[config.mk]
export PLATFORM = sky130hd
export DESIGN_NAME = dcf_ram
export DESIGN_NICKNAME = d
export VERILOG_FILES = /design/src/rtl/dcf_ram.sv
export SDC_FILE = /design/constraint.sdc
export NUM_CORES = 1
export LEC_CHECK = 0
export CORE_MARGIN = 2
export CORE_UTILIZATION = 30
export DETAILED_ROUTE_END_ITERATION = 7
export DONT_BUFFER_PORTS = 1
export SYNTH_ARGS = -nofsm -noshare
export SYNTH_HDL_FRONTEND = slang
export SYNTH_SLANG_ARGS = --single-unit
[constraint.sdc]
create_clock -name clk -period 6.7 [get_ports clk]
set_clock_uncertainty 0.05 [all_clocks]
set_input_delay 1.34 -clock clk [delete_from_list [all_inputs] [get_ports clk]]
set_output_delay 1.34 -clock clk [all_outputs]
set_load 0.01 [all_outputs]
[src/rtl/dcf_ram.sv]
// Generic simple dual-port RAM: one write port, one read port, registered read.
// No dependencies.
module dcf_ram #(
  parameter int WIDTH = 8,
  parameter int DEPTH = 128
) (
  input  logic                     clk,
  input  logic                     we,
  input  logic [$clog2(DEPTH)-1:0] waddr,
  input  logic [WIDTH-1:0]         wdata,
  input  logic                     re,
  input  logic [$clog2(DEPTH)-1:0] raddr,
  output logic [WIDTH-1:0]         rdata
);

  logic [WIDTH-1:0] mem [DEPTH];

  always_ff @(posedge clk) begin
    if (we) begin
      mem[waddr] <= wdata;
    end
    // hold read data while not enabled
    if (re) begin
      rdata <= mem[raddr];
    end
  end

endmodule

==> impl_metrics.yaml, run 1 <==
status:
  status: "finished, final reports clean"
placement:
  place_area_sq_mm: 0.04164
  hpwlAfterDp_um: 50890
  io_buffers: 0
  gp_congestion: 0.7495
synth:
  syn_avg_cell_area_sq_um: 24.31
  synth-simple-area-share: 0.01753
  synth.area.mux_share: 0.1927
  synth-xor-area-share: 0
  synth_top_cell_by_area: "edfxtp_1"
  yosysWarnings: 0
  netlist_instances: 1635
  synth_top_family_by_area: "multiplexers"
  syn-num-nets: 1660
  syn_area_sq_mm: 0.03975
  ys_seq_area_frac: 0.7797
  synth-seq-cells: 1032
  synth.top_cell.area_share: 0.7797
  synth_compound_area_frac: 0
  synthAdderAreaFrac: 0
  ys_types: 16
  synthTopCellsByArea: "edfxtp_1, mux4_2, nor2_1"
die:
  fp.coreArea_sq_mm: 0.1315
  die_w_um: 368.0
  start_util: 0.3023
  die_h_um: 368.0
  num_rows: 133
  die_area_sq_mm: 0.1354
  ios: 33
grt:
  grt_pass1_vias: 17990
  antenna_found_initial: 1
  grt_max_degree: 257
  track_usage: 0.1329
  grt_overflow_total: 0
  grt_pass1_wl_um: 131500
setup_path:
  path_class: "input port to flip-flop"
  rr_worst_depth: 4
  cp-end-kind: "flip-flop"
  crit_fanout: 256
  critPathLaunchType: "input port"
  worstReg2RegStart: "mem[71][3]"
  r2r_setup_slack_ps: 4070
  r2r_end: "rdata[3]"
  crit_arrival_ps: 4200
  worstPathRequired_ps: 7040
  startpoint: "raddr[0]"
  crit_path_end: "rdata[3]"
finish:
  area_delta_synth_final_pct: 13.08
  nets: 1684
  fin_area_sq_mm: 0.04495
  most-common-layout-cells: "edfxtp_1, mux4_2, nor2_1"
  mostFrequentLayoutCell: "edfxtp_1"
  drive_gt1_frac: 0.2901
detailed_routing:
  wl_um: 90320
  drc: 0
  ant_nets: 0
  avgViaCountPerCell: 4.962
  drt_iter0_drc: 2221
  dr_total_vias: 17370
  dr.pass1.iters: 6
  wl_per_cell_um: 25.80
timing:
  fmax_mhz: 259.4
  setup_tns_ps: 0
  hold_ws_ps: 730.0
  max-slew-margin-rel: 0.1530
  hold_viol: 0
  final-setup-viol-count: 0
  fin_crit_sh: 0.5753
  fin_crit_ps: 3854
  rsz0062_at_grt: "false"
  slew_violations: 0
  tightest_slew_ps: 1266
clock_network:
  clockBufferDepth: 3
  cts_tree: "yes"
  clock_latency_ps: 650
  cts_setup_buffers: 0
  cts_sinks: 1032
  htreeDepth: 3
  cts_resized: 0
  postCtsHoldBufs: 0
  root_buffer: "clkbuf_16"
  numCtsBuffers: 103
  cts.clk_slew.worst_paths_ps: 60
hold_path:
  hold_class: "input port to flip-flop"
pwr:
  vdd_drop_max_mv: 0.1968
  p_leak_nw: 13.25
  power_density_mw_per_mm2: 293.3
flow_run:
  maxCapViolCount: 0
Yosys cell counts, drive strengths merged:
master and instances:
edfxtp 1032, mux4 336, nor2 122, buf 45
clkbuf 44, nand2 14, nand3 12, nor3 9
mux2 8, nor2b 7, nand4 3, nand2b 2
or3 1
power by group:
group          switching [mW]  leakage [nW]  internal (mW)
sequential             0.0191          9.28           7.14
clock                    2.37          1.62           3.28
combinational           0.147          2.34          0.237
logic make-up after synthesis:
kind of cell,count (synthesis)
mux,344
buf+inv,89
flops,1032
simple gates,170
metrics by stage:
step,instances,power [mW],util,setup WS [ps]
2_1_floorplan,1635,7.643,-,2667
3_3_place_gp,3309,7.673,0.3168,2860
3_5_place_dp,3309,7.675,0.3168,2860
4_1_cts,3499,13.28,0.3418,3536
5_1_grt,3500,13.54,0.3419,3325
6_report,3501,13.18,0.3419,2846
worst max-delay path: stages:
cell and delay (ps):
mux4_2 890, mux4_2 560, mux4_2 570, mux2_2 310
state kept, by name (all words and copies together) (netlist names):
signal and cells:
mem 1024, rdata 8
area by class of cell:
type                            instances  area, sq um
Antenna cell                            2        5.005
Clock buffer                          121         2688
Clock inverter                         69        608.1
Fill cell                           12130        86520
Multi-Input combinational cell        514         8399
Sequential cell                      1032        30990
Tap cell                             1755         2196
Timing Repair Buffer                    8        60.06
routing by layer:
metal	track usage	wire length, um	up-vias	share of wire
met2	0.2129	43960	682	0.49
met5	0	0	-	0
li1	-	-	7090	-
met4	0.03681	1956	0	0.022
met3	0.02769	6818	118	0.075
met1	0.1837	37590	9481	0.42
worst min-delay path by stage:
stage               slack, ps   endpoint  cells past startpoint        start
global route              700  mem[3][3]                      0     wdata[3]
finish                    730  mem[2][3]                      0     wdata[3]
global placement         1160   rdata[0]                      4  mem[127][0]
floorplan                1100   rdata[0]                      4   mem[36][0]
detailed placement       1150   rdata[0]                      4  mem[126][0]
CTS                       700  mem[3][3]                      0     wdata[3]
(Power assumes the default switching activity.)
==> inputs of run 2 (changes only) <==
ABC_AREA = 1   (was default)
clock period = 3.3 ns   (was 6.7 ns; I/O delays follow)
==> run 2 against run 1 <==
  * Final cell count up 59%
  * Worst hold slack worse by 690 ps
  * Clock-buffer cell count up 9
  * Largest cell class unchanged
  * Synthesized cell count up 120%
  * Via count up 56%
  * Global-route usage up 2.1 points
  * Sequential share of layout area down 4.2 points
  * The flow now finishes with violations (slew limit, setup timing)
==> impl_metrics.yaml, run 2 <==
timing:
  slew_violations: 149
  hold_ws_ps: 43.90
  max-slew-margin-rel: -0.2690
  setup_ws_ps: -324.4
  rsz0062_at_grt: "false"
  fmax_mhz: 275.9
  hold_viol: 0
  tightest_slew_ps: 1904
  fin_crit_ps: 3624
  final-setup-viol-count: 8
  fin_crit_sh: 1.098
setup_path:
  cp-end-kind: "flip-flop"
  crit_arrival_ps: 4120
  critPathLaunchType: "input port"
  crit_slowest_cell: "inv_16"
  crit_family: "buffers and inverters"
  cpPeakStageDelay_ps: 930
  path_buf_inv: 2
  path_class: "input port to flip-flop"
  startpoint: "raddr[0]"
  crit_chain: "inv_16 -> buf_12 -> nand2_1 -> nand3_1 -> nand3_1 -> nand3_1 -> nand2_1 -> nand2_1 -> nand3_1 -> nand2_1 -> nand2_1 -> nand2_1"
  worstReg2RegStart: "mem[127][7]"
  cpMostUsedCell: "nand2_1"
  worstPathRequired_ps: 3800
  crit_fanout: 513
finish:
  area_delta_synth_final_pct: 13.38
  instances_no_fill: 5558
  drive_gt1_frac: 0.08098
  mostFrequentLayoutCell: "nand2_1"
  nets: 3622
  most-common-layout-cells: "nand2_1, edfxtp_1, nand3_1"
  largestRegisters: "mem x1024, rdata x8"
  utilization: 0.3428
  largest_reg_flops: 1024
  largest_register: "mem"
synth:
  synth_top_cell_by_area: "edfxtp_1"
  syn_avg_cell_area_sq_um: 11.80
  synth-seq-cells: 1032
  yosys-top-cells-count: "nand2_1, edfxtp_1, nand3_1, nor2_1, buf_2"
  ys.flop_type: "edfxtp_1"
  netlist_instances: 3575
  ys_seq_area_frac: 0.7346
  ys_types: 13
  syn_area_sq_mm: 0.04218
  post-synth-top-count-cell: "nand2_1"
  yosysWarnings: 0
  synthTopCellsByArea: "edfxtp_1, nand3_1, nand2_1"
  syn-num-nets: 3600
  synth_edf_count: 1032
  synth.top_cell.area_share: 0.7346
  synth-async-reset-ratio: 0
detailed_routing:
  wl_met1_um: 46810
  dr.max_layer_used: "met4"
  wl_met3_um: 9104
  wl_per_cell_um: 20.08
  drc: 0
  ant_nets: 0
  wl_um: 111600
  dr_total_vias: 27030
  avgViaCountPerCell: 4.864
  drt_iter0_drc: 3230
  dr.pass1.iters: 6
  route.met2.wl_um: 53030
placement:
  dpl.cell_count: 5370
  place_ws_ps: 336.7
  hpwlAfterDp_um: 59390
  io_buffers: 0
  gp_congestion: 0.7979
pwr:
  power_density_mw_per_mm2: 565.4
  totalPowerFinal_mw: 27.04
  vdd_drop_max_mv: 0.3285
  p_leak_nw: 16.64
die:
  die_area_sq_mm: 0.1436
  ios: 33
  fp.coreArea_sq_mm: 0.1395
  die_w_um: 379.0
  die_h_um: 379.0
  start_util: 0.3023
  num_rows: 137
hold_path:
  hp-start: "re"
  hold_class: "input port to flip-flop"
clock_network:
  numCtsBuffers: 101
  cts_setup_buffers: 0
  clock_latency_ps: 680
  clockBufferDepth: 3
  cts_resized: 0
  postCtsHoldBufs: 0
  root_buffer: "clkbuf_16"
  cts_tree: "yes"
  cts_sinks: 1032
  cts.clk_slew.worst_paths_ps: 60
  htreeDepth: 3
grt:
  grt_overflow_total: 0
  grt_max_degree: 514
  track_usage: 0.1541
  antenna_found_initial: 3
  grt_pass1_vias: 25960
  grt_pass1_wl_um: 167900
status:
  violations: "slew limit, setup timing"
  status: "finished, violations left"
flow_run:
  maxCapViolCount: 0
## run 2: stage by stage
step                TNS (ps)  area [sq um]
global placement           0         44580
floorplan                  0         42180
finish                 -2167         47830
detailed placement         0         44580
global route               0         47830
CTS                        0         47820
## run 2: metal layers
| metal | vias up | GRT usage |
|---|---|---|
| met5 | - | 0 |
| met3 | 158 | 0.03058 |
| li1 | 12630 | - |
| met4 | 0 | 0.04507 |
| met1 | 13260 | 0.2084 |
| met2 | 992 | 0.2500 |
## run 2: cells by family after synthesis
family,share of synthesized area
buffers and inverters,0.03393
DFF,0.7346
and+or+nand+nor,0.2314
## run 2: worst paths after layout
| path | endpoint | slack [ps] | cells after the start |
|---|---|---|---|
| worst min register to register | rdata[4] | 980 | 10 |
| worst max-delay path | rdata[4] | -320 | 12 |
| worst min-delay path | rdata[2] | 40 | 0 |
| worst max register to register | rdata[7] | 1540 | 10 |
## run 2: worst register-to-register path: stages, from the launching register on
cell	delay [ps]
edfxtp_1	360
nand2_1	70
nand3_1	100
nand3_1	130
nand3_1	200
nand2_1	150
nand2_1	60
nand3_1	120
nand2_1	100
nand2_1	120
nand2_1	70
## run 2: report_power, final
group | internal, mW | switching (mW) | leakage (nW)
Clock | 6.52 | 4.84 | 1.58
Sequential | 14.5 | 0.0366 | 9.29
Combinational | 0.392 | 0.780 | 5.77
## run 2: area by class of cell
type / count / area (sq um)
multi-input cells: 2288 / 9763
fillers: 13650 / 91700
repair buffers: 150 / 1364
clock inverters: 56 / 523.0
flip-flops and latches: 1032 / 30990
inverters: 24 / 116.4
clock buffers: 130 / 2721
well taps: 1876 / 2347
diodes: 2 / 5.005
